--- src/hdl/ookmod_pkg.sv ---
package ookmod_pkg;

   // field and register widths fixed by the interface
   localparam int BYTE_BITS       = 8;
   localparam int PHASE_STEP_BITS = 24;
   localparam int SPB_BITS        = 16;
   localparam int CSR_DATA_BITS   = 32;
   localparam int CSR_ADDR_BITS   = 3;
   localparam int RSP_TDATA_BITS  = 8;
   localparam int RSP_TUSER_BITS  = 3;
   localparam int BIT_COUNT_BITS  = 4;

   localparam logic [PHASE_STEP_BITS-1:0] PHASE_STEP_RESET = 24'd524288;
   localparam logic [SPB_BITS-1:0]        SPB_RESET        = 16'd16;
   localparam logic [BIT_COUNT_BITS-1:0]  BITS_PER_BYTE    = 4'd8;

   typedef enum logic {
      CMD_LOAD = 1'b0,
      CMD_TICK = 1'b1
   } cmd_type;

   // register index, taken from address bit 2
   typedef enum logic {
      CSR_IDX_PHASE_STEP = 1'b0,
      CSR_IDX_SPB        = 1'b1
   } csr_idx_type;

   // sine table generation, Q2.30 fixed point
   localparam logic [63:0] TWO_PI_Q30 = 64'd6746518852;
   localparam logic [63:0] HALF_Q30   = 64'd536870912;
   localparam logic [63:0] TAYLOR_DIV [8] = '{64'd6, 64'd20, 64'd42, 64'd72,
                                              64'd110, 64'd156, 64'd210, 64'd272};

   function automatic logic [63:0] qmul(input logic [63:0] a, input logic [63:0] b);
      logic [63:0] p;
      p = a * b + HALF_Q30;
      return p >> 30;
   endfunction

   // round(128 * sin(2*pi*j / 2^addr_bits)) for the first quadrant
   function automatic logic [7:0] sine_mag(input logic [31:0] j, input int addr_bits);
      logic [63:0] x;
      logic [63:0] x2;
      logic [63:0] term;
      logic [63:0] acc;
      logic [63:0] r;
      x = ((64'(j) * TWO_PI_Q30) + (64'd1 << (addr_bits - 1))) >> addr_bits;
      x2 = qmul(x, x);
      term = x;
      acc = x;
      for (int n = 0; n < 8; n++) begin
         term = qmul(term, x2) / TAYLOR_DIV[n];
         if (n % 2 == 0) begin
            acc = acc - term;
         end else begin
            acc = acc + term;
         end
      end
      r = ((acc << 7) + HALF_Q30) >> 30;
      return (r > 64'd128) ? 8'd128 : r[7:0];
   endfunction

endpackage

--- src/hdl/ookmod_ram.sv ---
module ookmod_ram #(
   parameter int WIDTH = 8,
   parameter int DEPTH = 256
) (
   input  logic                     clock,
   input  logic                     wr_en,
   input  logic [$clog2(DEPTH)-1:0] wr_addr,
   input  logic [WIDTH-1:0]         wr_data,
   input  logic                     rd_en,
   input  logic [$clog2(DEPTH)-1:0] rd_addr,
   output logic [WIDTH-1:0]         rd_data
);

   logic [WIDTH-1:0] mem_ff [DEPTH];
   logic [WIDTH-1:0] rd_data_ff;

   always_ff @(posedge clock) begin
      if (wr_en) begin
         mem_ff[wr_addr] <= wr_data;
      end
      if (rd_en) begin
         rd_data_ff <= mem_ff[rd_addr];
      end
   end

   assign rd_data = rd_data_ff;

endmodule

--- src/hdl/ook_sine_carrier_modulator.sv ---
// channel | ports      | payload
// --------+------------+------------------------------------------------------------
// input   | req_t*     | tdata data_byte, tuser cmd (0 load, 1 tick), tlast last_byte
// result  | rsp_t*     | tdata sample, tuser {need_byte, bit_value, active},
//         |            | tlast end_of_message
// csr     | csr_p*     | 0x0 phase_step, 0x4 samples_per_bit
//
// one transfer accepted per cycle while req_tready is high; a tick's result passes
// through the middle stage, for the sine memory read, and then the output register.
// after reset the sine memory is loaded from the constant table, one entry a cycle,
// all 2**SINE_ADDR_BITS entries, with req_tready low; csr writes are taken throughout.
// a stalled rsp side holds the middle stage and the memory read data, and
// req_tready drops outside the table load only when both stages are full.
module ook_sine_carrier_modulator
   import ookmod_pkg::*;
#(
   parameter int PHASE_BITS        = 24,
   parameter int SINE_ADDR_BITS    = 8,
   parameter int SAMPLE_COUNT_BITS = 16
) (
   input  logic                      clock,
   input  logic                      reset,
   input  logic                      req_tvalid,
   output logic                      req_tready,
   input  logic [BYTE_BITS-1:0]      req_tdata,  // [7:0] data_byte
   input  logic                      req_tuser,  // [0] cmd
   input  logic                      req_tlast,
   output logic                      rsp_tvalid,
   input  logic                      rsp_tready,
   output logic [RSP_TDATA_BITS-1:0] rsp_tdata,  // [7:0] sample
   output logic [RSP_TUSER_BITS-1:0] rsp_tuser,  // [0] active, [1] bit_value, [2] need_byte
   output logic                      rsp_tlast,
   input  logic                      csr_psel,
   input  logic                      csr_penable,
   input  logic                      csr_pwrite,
   input  logic [CSR_ADDR_BITS-1:0]  csr_paddr,
   input  logic [CSR_DATA_BITS-1:0]  csr_pwdata,
   output logic [CSR_DATA_BITS-1:0]  csr_prdata,
   output logic                      csr_pready
);

   localparam int ROM_DEPTH = 1 << SINE_ADDR_BITS;
   localparam int CMP_BITS  = ((SAMPLE_COUNT_BITS > SPB_BITS) ? SAMPLE_COUNT_BITS : SPB_BITS) + 1;

   typedef logic [7:0] sine_table_type [ROM_DEPTH];

   function automatic sine_table_type build_sine_table();
      sine_table_type tbl;
      logic [31:0]    h;
      logic [31:0]    j;
      logic [8:0]     v;
      logic [7:0]     mag;
      logic           neg;
      for (int k = 0; k < ROM_DEPTH; k++) begin
         neg = (k >= ROM_DEPTH / 2);
         h = neg ? 32'(k - ROM_DEPTH / 2) : 32'(k);
         j = (h <= 32'(ROM_DEPTH / 4)) ? h : 32'(ROM_DEPTH / 2) - h;
         mag = sine_mag(j, SINE_ADDR_BITS);
         v = neg ? (9'd128 - 9'(mag)) : (9'd128 + 9'(mag));
         tbl[k] = (v > 9'd255) ? 8'd255 : v[7:0];
      end
      return tbl;
   endfunction

   localparam sine_table_type SINE_TABLE = build_sine_table();

   // csr registers
   logic [PHASE_STEP_BITS-1:0] phase_step_ff;
   logic [SPB_BITS-1:0]        spb_ff;
   logic                       csr_write;

   // table load after reset
   logic                      filling_ff;
   logic [SINE_ADDR_BITS-1:0] fill_addr_ff;

   // modulator state
   logic [BYTE_BITS-1:0]         shift_byte_ff, shift_byte_in;
   logic [BIT_COUNT_BITS-1:0]    bits_left_ff, bits_left_in;
   logic [SAMPLE_COUNT_BITS-1:0] sample_cnt_ff, sample_cnt_in;
   logic [PHASE_BITS-1:0]        phase_ff, phase_in;
   logic [BYTE_BITS-1:0]         holding_byte_ff, holding_byte_in;
   logic                         holding_full_ff, holding_full_in;
   logic                         holding_last_ff, holding_last_in;
   logic                         current_last_ff, current_last_in;

   // middle stage, waiting for the memory read
   logic s1_valid_ff, s1_valid_in;
   logic s1_active_ff, s1_active_in;
   logic s1_bit_ff, s1_bit_in;
   logic s1_eom_ff, s1_eom_in;
   logic s1_need_ff, s1_need_in;

   // output register
   logic                      out_valid_ff, out_valid_in;
   logic [RSP_TDATA_BITS-1:0] out_sample_ff;
   logic [RSP_TUSER_BITS-1:0] out_user_ff;
   logic                      out_eom_ff;

   logic                         req_fire, tick, load, s1_move;
   logic                         load_now, bit_end;
   logic [BYTE_BITS-1:0]         eff_shift;
   logic [BIT_COUNT_BITS-1:0]    eff_bits;
   logic [SAMPLE_COUNT_BITS-1:0] eff_cnt;
   logic                         eff_last;
   logic [SPB_BITS-1:0]          spb_eff;
   logic [SINE_ADDR_BITS-1:0]    rom_addr;
   logic [7:0]                   rom_data;

   assign csr_pready = 1'b1;
   assign csr_write  = csr_psel && csr_penable && csr_pwrite && csr_pready;

   always_ff @(posedge clock) begin
      if (reset) begin
         phase_step_ff <= PHASE_STEP_RESET;
         spb_ff        <= SPB_RESET;
      end else if (csr_write) begin
         case (csr_idx_type'(csr_paddr[2]))
            CSR_IDX_PHASE_STEP: phase_step_ff <= csr_pwdata[PHASE_STEP_BITS-1:0];
            CSR_IDX_SPB:        spb_ff <= csr_pwdata[SPB_BITS-1:0];
            default:            ;
         endcase
      end
   end

   always_comb begin
      case (csr_idx_type'(csr_paddr[2]))
         CSR_IDX_PHASE_STEP: csr_prdata = CSR_DATA_BITS'(phase_step_ff);
         CSR_IDX_SPB:        csr_prdata = CSR_DATA_BITS'(spb_ff);
         default:            csr_prdata = '0;
      endcase
   end

   always_ff @(posedge clock) begin
      if (reset) begin
         filling_ff   <= 1'b1;
         fill_addr_ff <= '0;
      end else if (filling_ff) begin
         fill_addr_ff <= fill_addr_ff + 1'b1;
         if (fill_addr_ff == '1) begin
            filling_ff <= 1'b0;
         end
      end
   end

   generate
      if (PHASE_BITS >= SINE_ADDR_BITS) begin : g_addr_top
         assign rom_addr = phase_ff[PHASE_BITS-1 -: SINE_ADDR_BITS];
      end else begin : g_addr_shift
         assign rom_addr = {phase_ff, {(SINE_ADDR_BITS - PHASE_BITS){1'b0}}};
      end
   endgenerate

   ookmod_ram #(
      .WIDTH (8),
      .DEPTH (ROM_DEPTH)
   ) u_sine_ram (
      .clock   (clock),
      .wr_en   (filling_ff),
      .wr_addr (fill_addr_ff),
      .wr_data (SINE_TABLE[fill_addr_ff]),
      .rd_en   (tick),
      .rd_addr (rom_addr),
      .rd_data (rom_data)
   );

   assign s1_move    = s1_valid_ff && (!out_valid_ff || rsp_tready);
   assign req_tready = !filling_ff && (!s1_valid_ff || s1_move);
   assign req_fire   = req_tvalid && req_tready;
   assign tick       = req_fire && (req_tuser == CMD_TICK);
   assign load       = req_fire && (req_tuser == CMD_LOAD);

   always_comb begin
      load_now  = (bits_left_ff == '0) && holding_full_ff;
      eff_bits  = load_now ? BITS_PER_BYTE : bits_left_ff;
      eff_shift = load_now ? holding_byte_ff : shift_byte_ff;
      eff_last  = load_now ? holding_last_ff : current_last_ff;
      eff_cnt   = load_now ? '0 : sample_cnt_ff;
      spb_eff   = (spb_ff == '0) ? SPB_BITS'(1) : spb_ff;
      bit_end   = ((CMP_BITS'(eff_cnt) + CMP_BITS'(1)) >= CMP_BITS'(spb_eff))
                  || (eff_cnt == '1);

      shift_byte_in   = shift_byte_ff;
      bits_left_in    = bits_left_ff;
      sample_cnt_in   = sample_cnt_ff;
      phase_in        = phase_ff;
      holding_byte_in = holding_byte_ff;
      holding_full_in = holding_full_ff;
      holding_last_in = holding_last_ff;
      current_last_in = current_last_ff;
      s1_active_in    = 1'b0;
      s1_bit_in       = 1'b0;
      s1_eom_in       = 1'b0;

      if (load && !holding_full_ff) begin
         holding_byte_in = req_tdata;
         holding_last_in = req_tlast;
         holding_full_in = 1'b1;
      end

      if (tick) begin
         shift_byte_in   = eff_shift;
         bits_left_in    = eff_bits;
         sample_cnt_in   = eff_cnt;
         current_last_in = eff_last;
         if (load_now) begin
            holding_full_in = 1'b0;
         end
         if (eff_bits != '0) begin
            s1_active_in = 1'b1;
            s1_bit_in    = eff_shift[BYTE_BITS-1];
            phase_in     = phase_ff + PHASE_BITS'(phase_step_ff);
            if (bit_end) begin
               sample_cnt_in = '0;
               shift_byte_in = {eff_shift[BYTE_BITS-2:0], 1'b0};
               bits_left_in  = eff_bits - 1'b1;
               if ((bits_left_in == '0) && eff_last) begin
                  s1_eom_in = 1'b1;
                  phase_in  = '0;
               end
            end else begin
               sample_cnt_in = eff_cnt + 1'b1;
            end
         end
      end

      s1_need_in  = !holding_full_in;
      s1_valid_in = tick ? 1'b1 : (s1_move ? 1'b0 : s1_valid_ff);
      out_valid_in = s1_move ? 1'b1 : (rsp_tready ? 1'b0 : out_valid_ff);
   end

   always_ff @(posedge clock) begin
      if (reset) begin
         shift_byte_ff   <= '0;
         bits_left_ff    <= '0;
         sample_cnt_ff   <= '0;
         phase_ff        <= '0;
         holding_full_ff <= 1'b0;
         holding_last_ff <= 1'b0;
         current_last_ff <= 1'b0;
         s1_valid_ff     <= 1'b0;
         out_valid_ff    <= 1'b0;
      end else begin
         shift_byte_ff   <= shift_byte_in;
         bits_left_ff    <= bits_left_in;
         sample_cnt_ff   <= sample_cnt_in;
         phase_ff        <= phase_in;
         holding_full_ff <= holding_full_in;
         holding_last_ff <= holding_last_in;
         current_last_ff <= current_last_in;
         s1_valid_ff     <= s1_valid_in;
         out_valid_ff    <= out_valid_in;
      end
   end

   always_ff @(posedge clock) begin
      holding_byte_ff <= holding_byte_in;
      if (tick) begin
         s1_active_ff <= s1_active_in;
         s1_bit_ff    <= s1_bit_in;
         s1_eom_ff    <= s1_eom_in;
         s1_need_ff   <= s1_need_in;
      end
      // keyed carrier: zero for a zero bit or an idle tick
      if (s1_move) begin
         out_sample_ff <= s1_bit_ff ? rom_data : '0;
         out_user_ff   <= {s1_need_ff, s1_bit_ff, s1_active_ff};
         out_eom_ff    <= s1_eom_ff;
      end
   end

   assign rsp_tvalid = out_valid_ff;
   assign rsp_tdata  = out_sample_ff;
   assign rsp_tuser  = out_user_ff;
   assign rsp_tlast  = out_eom_ff;

   a_no_item_while_filling: assert property (@(posedge clock) disable iff (reset)
      filling_ff |-> !s1_valid_ff && !req_tready)
      else $error("item in flight during sine table load");

   a_bits_left_range: assert property (@(posedge clock) disable iff (reset)
      bits_left_ff <= BITS_PER_BYTE)
      else $error("bit counter out of range");

   a_tick_reaches_s1: assert property (@(posedge clock) disable iff (reset)
      tick |=> s1_valid_ff)
      else $error("accepted tick lost before the read stage");

   a_eom_only_active: assert property (@(posedge clock) disable iff (reset)
      rsp_tvalid && rsp_tlast |-> rsp_tuser[0])
      else $error("end of message on an idle sample");

   a_sample_keyed: assert property (@(posedge clock) disable iff (reset)
      rsp_tvalid && (rsp_tdata != '0) |-> rsp_tuser[1])
      else $error("carrier present on a zero bit");

endmodule
--- config.mk ---
export PLATFORM = sky130hd
export DESIGN_NAME = ook_sine_carrier_modulator
export DESIGN_NICKNAME = d
export VERILOG_FILES = /design/src/hdl/ookmod_pkg.sv /design/src/hdl/ookmod_ram.sv /design/src/hdl/ook_sine_carrier_modulator.sv
export SDC_FILE = /design/constraint.sdc
export NUM_CORES = 2
export LEC_CHECK = 0
export BUFFER_PORTS_ARGS = -buffer_cell sky130_fd_sc_hd__buf_2
export CAP_MARGIN = 25
export CORE_MARGIN = 4
export CORE_UTILIZATION = 60
export DETAILED_ROUTE_END_ITERATION = 10
export GPL_ROUTABILITY_DRIVEN = 0
export PLACE_DENSITY = 0.73
export SYNTH_ARGS = -nofsm -noshare
export SYNTH_HDL_FRONTEND = slang
export SYNTH_SLANG_ARGS = --single-unit
--- constraint.sdc ---
create_clock -name clock -period 21.8 [get_ports clock]
set_input_delay 4.36 -clock clock [delete_from_list [all_inputs] [get_ports clock]]
set_output_delay 4.36 -clock clock [all_outputs]
set_load 0.02 [all_outputs]
After elaboration in Yosys (flattened, before gate mapping)
Memory sizes are Yosys's and may differ from the RTL's. A register that Yosys moved wholly into a read port is not among the register bits. Cells that the tools add are included. Widths: inputs -> output; s select.

Add/subtract/negate cells: 5. $lt $le $gt $ge: 2. Eq/ne operators: 2. Muxes and demuxes: 29. Bitwise logic cells: 3. Reductions and logical operators: 28.

Operators by type and width (count): $mux 16 (4); $pmux 32 s2 (1); $mux 24 (2); $mux 8 (5); $add 24x24->24 (1); $add 16x1->17 const B (1); $ge 17x16->1 (1); $add 16x1->16 const B (1); $eq 16x16->1 const B (1); $logic_not 16->1 (1); $mux 1 (14); $mux 4 (3); $logic_and 1x1->1 (10); $ge 9x9->1 const B (1); $not 8->9 (1); $add 8x1->8 const B (1); $eq 8x8->1 const B (1); $logic_not 4->1 (2); $reduce_and 2->1 (4); $logic_not 1->1 (5); $reduce_bool 2->1 (2); $reduce_bool 4->1 (1); $sub 4x1->4 const B (1); $logic_or 1x1->1 (3); $not 1->1 (2).

Bits in registers: 130. Memory bits (writable): 2048. Bits in read-only memories: 2048. Logic and storage cells: 92. Memories: 2.

Memories: (name not given) (words 256, width 8, read ports 1, clocked after memory_dff 0, write ports 0, line ook_sine_carrier_modulator.sv:160) `.wr_data (SINE_TABLE[fill_addr_ff]),`; u_sine_ram.mem_ff (words 256, width 8, read ports 1, clocked after memory_dff 1, write ports 1, line ookmod_ram.sv:14) `logic [WIDTH-1:0] mem_ff [DEPTH];`.

Depth between registers and ports, before layout
Word-level depth: 12. Mapped depth: 22. Depth with buffers taken out: 20.

By module
A second synthesis with hierarchy kept.

Cell total of the unflattened synthesis: 4920. Area, all modules: 88742.6 um^2.

By module, submodules not included: ookmod_ram (times used 1, cells each 3733, area each 79636.4 um^2); ook_sine_carrier_modulator (times used 1, cells each 1187, area each 9106.2 um^2).

Least setup slack after synthesis
No wires, ideal clock.

Path kind: reg2reg. Start: register fill_addr_ff[3]. End: memory u_sine_ram.mem_ff[0][7] (data pin). Setup time: 2.959 ns. Arrival time: 15.348 ns. Data required time: 18.841 ns. Setup slack: 3.494 ns. Stages on the path, launching flop included: 6. Buffers on the path: 2. Clock period less this slack: 18.306 ns. Cells stage by stage: dfxtp_1 -> clkbuf_1 -> inv_1 -> clkbuf_1 -> nand2_1 -> o41ai_1.

Longest elaborated chain between the ends: 4.

Ends and longest elaborated chain: from (decl) (line ook_sine_carrier_modulator.sv:74) `logic [SINE_ADDR_BITS-1:0] fill_addr_ff;`; from (signal assigned) (line ook_sine_carrier_modulator.sv:138) `fill_addr_ff <= fill_addr_ff + 1'b1;`; $not 8->9 (implied by the code) (line ook_sine_carrier_modulator.sv:160); $mem_v2 256x8; $mux 8 (implied by the code) (2 in series) (line ook_sine_carrier_modulator.sv:160); net u_sine_ram.wr_data[7] (line ookmod_ram.sv:8) `input logic [WIDTH-1:0] wr_data,`; to (decl) (line ookmod_ram.sv:14).

The timed path passes the listed nets, and every way through them passes these cells. The select of a mux whose other input is x is not followed.

Worst setup path after layout
Start: input csr_paddr[2]. End: output csr_prdata[13].

Longest elaborated chain between the ends: 2.

Ends and longest elaborated chain: from (decl) (line ook_sine_carrier_modulator.sv:36) `input logic [CSR_ADDR_BITS-1:0] csr_paddr,`; $not 1->1; $pmux 32 s2 (*) (line ook_sine_carrier_modulator.sv:126) `case (csr_idx_type'(csr_paddr[2]))`; to (decl) (line ook_sine_carrier_modulator.sv:38) `output logic [CSR_DATA_BITS-1:0] csr_prdata,`.

Mark *: on every way between the ends. The rest lies on a longest branch, timed or not. The select of a mux whose other input is x is not followed.

==> impl_metrics.csv <==
group,metric,value,unit
grt,grt_util_all_layers,26.6,%
sta,tns,0,ps
worst_setup_path,worstRegToRegCells,9,
cts,cts_max_level,4,
sta,drv_slew,0,
die,pin_count,99,
die,initial_core_util,60.4,%
cts,cts_made_buffers,210,
sta,fin_skew,57.6,ps
run_status,status,"completed",
finish,fillers,9021,
power,finalPower,8.57,mW
hold_path,min_path_cells,0,
worst_setup_path,worst_r2r_endpoint,"u_sine_ram.rd_data[0]",
power,power.density,87.8,mW/mm^2
worst_setup_path,path_class,"in -> out",
worst_setup_path,timing.rr.start,"phase_ff[16]",
worst_setup_path,rrSetupSlack,15410,ps
worst_setup_path,required,17440,ps
placed_design,dp_hpwl,115000,um
routing,num_vias,44054,
logic_synthesis,netlist_top_cells_area,"edfxtp_1 71%, mux4_2 17%, dfxtp_1 2.4%",
power,ir_drop,64.3,uV
routing,viasPerCell,6.69,
grt,grt_antenna_before_repair,5,
finish,diodes,0,
logic_synthesis,synth_edf_count,2080,
sta,hold_viol_final,0,
grt,grt_overflow_total,0,
cts,clk_path_buf_depth,3,
die,dieArea,0.153,sq mm
worst_setup_path,critPathBufInv,2,
logic_synthesis,netlist_instances,4405,
worst_setup_path,max_stage_delay,470,ps
logic_synthesis,synth.avg_cell_area,20.0,sq um
power,p_leak,29.8,nW
logic_synthesis,ys_types,73,
routing,drc,0,
die,core,0.146,sq mm
hold_path,hp-start,"s1_eom_ff",
worst_setup_path,slowest_stage,"buf_2",
logic_synthesis,synthFlopType,"edfxtp_1",
worst_setup_path,cp_common_cell,"buf_2",
worst_setup_path,path_delay_family,"buffers and inverters",
hold_path,hold_path.class,"reg -> reg",
cts,cts_hold_buf,0,
die,rows,140,
die,die_y,391,um
cts,cts_tree,"built",
routing,wirelength,200000,um
finish,nets,4608,
worst_setup_path,worstPathArrival,5420,ps
finish,final_common_cell,"edfxtp_1",
sta,rsz0062_at_grt,"no",
worst_setup_path,path_max_fanout,27,
logic_synthesis,yosysSeqAreaShare,73.4,%
routing,wire_per_inst,30.4,um
finish,drive_gt1_share,25.1,%
logic_synthesis,yosys_warnings,0,
routing,first_pass_iters,6,
routing,antenna_left,0,
logic_synthesis,ys_async_sr_fraction,0,%
cts,clock-root-buffer,"clkbuf_16",
logic_synthesis,synth_top_area_cell,"edfxtp_1",
sta,worst_slew_pin_slew,1180,ps
sta,fmax,102,MHz
finish,final_cell_mix,"2,080 x edfxtp_1, 681 x mux4_2, 355 x nor2_1",
logic_synthesis,synth_seq_cells,2186,
sta,setup_viol_count_final,0,
grt,grt_start_max_net_pins,256,
logic_synthesis,syn_area,0.0880,sq mm
flow_run,drv_cap,0,
grt,grt_pass1_vias,43473,
sta,final.period_utilization,44.9,%
worst_setup_path,worst_setup_path_end_kind,"output pin",
worst_setup_path,path_cells,"buf_2, mux2_2, buf_2",
cts,cts_setup_buffers,0,
cts,cts_sinks,2186,
hold_path,hold_end,"rsp_tlast",
logic_synthesis,yosysTopAreaCellShare,71.0,%
routing,drtIter0Drc,5672,
finish,areaGrowthSynthToFinish,10.8,%
cts,cts.repair.resized,0,
sta,fin_crit,9780,ps
sta,slew_headroom,21.6,%
placed_design,numPortBuffers,79,
die,die_w,391,um
cts,clock_latency,850,ps
grt,grt_pass1_wl,297000,um
worst_setup_path,start_kind,"input pin",
cts,clkTransAtPathRegs,60,ps
==> state kept, by name, indices dropped and copies added, names as in the netlist, 4 cells and up <==
| name | cells |
|---|---|
| u_sine_ram.mem_ff | 2048 |
| phase_ff | 24 |
| phase_step_ff | 24 |
| sample_cnt_ff | 16 |
| spb_ff | 16 |
| fill_addr_ff | 8 |
| holding_byte_ff | 8 |
| rsp_tdata | 8 |
| shift_byte_ff | 8 |
| u_sine_ram.rd_data | 8 |
| bits_left_ff | 4 |
==> metrics by stage <==
stage | instance area, sq um | worst slack (ps) | std cells | util, % | hold slack [ps]
3_5_place_dp | 90400 | 12020 | 6193 | 62.0 | 406
5_1_grt | 97500 | 11970 | 6589 | 66.9 | 426
4_1_cts | 97400 | 12020 | 6581 | 66.8 | 420
2_1_floorplan | 88000 | 3490 | 4412 | - | 400
6_report | 97500 | 12020 | 6589 | 66.9 | 420
3_3_place_gp | 90300 | 12030 | 6188 | 61.9 | 403
==> where the power goes <==
part / total [mW] / switching (mW) / internal, mW
sequential: 4.66 / 0.00434 / 4.66
combinational: 0.234 / 0.189 / 0.0451
clock: 3.67 / 1.57 / 2.10
total: 8.57 / 1.77 / 6.80
==> cells in the mapped netlist, types with 22 or more instances <==
master	n
edfxtp_1	2080
mux4_2	681
dfxtp_1	106
inv_1	41
buf_2	53
xnor2_1	27
a22oi_1	39
nor2_1	356
nor2b_1	22
nand2_1	211
nand3_1	58
a21oi_1	132
buf_1	30
clkbuf_1	183
o21ai_0	68
ha_1	59
==> worst max-delay path by stage <==
stage	from	endpoint	slack, ps	cells past startpoint
after CTS	csr_paddr[2]	csr_prdata[13]	12020	3
after floorplan	fill_addr_ff[3]	u_sine_ram.mem_ff[0][7]	3490	5
after global placement	csr_paddr[2]	csr_prdata[12]	12030	3
final	csr_paddr[2]	csr_prdata[13]	12020	3
after global routing	csr_paddr[2]	csr_prdata[11]	11970	3
after detailed placement	csr_paddr[2]	csr_prdata[12]	12020	3
==> cell type report <==
cell class	count	area, sq um	share of cell area [%]
clock buffer	258	5460	5.59
clock inverter	130	1510	1.55
inverter	42	158	0.162
multi-input combinational	1904	22200	22.8
sequential	2186	64600	66.2
tap	1917	2400	2.46
timing repair buffer	152	1190	1.22
==> per-layer routing <==
| layer | routed length, um | vias up | global-route usage, % |
|---|---|---|---|
| li1 | - | 18251 | - |
| met4 | 6100 | 6 | 7.38 |
| met5 | 42 | - | 0 |
| met3 | 17200 | 385 | 4.83 |
| met2 | 98300 | 2281 | 42.0 |
| met1 | 78300 | 23131 | 39.0 |
==> cells by family after synthesis <==
family / count (synthesis) / share of synthesized area [%]
AND/OR/NAND/NOR: 737 / 3.56
other: 2 / 0.00854
buffers and inverters: 322 / 1.51
AO/OA/AOI/OAI: 351 / 2.49
flip-flops: 2186 / 73.4
XOR/XNOR: 41 / 0.408
multiplexers: 706 / 17.7
adder cells (fa/ha/maj): 60 / 0.862
No activity file was read; power rests on OpenSTA's default activity.
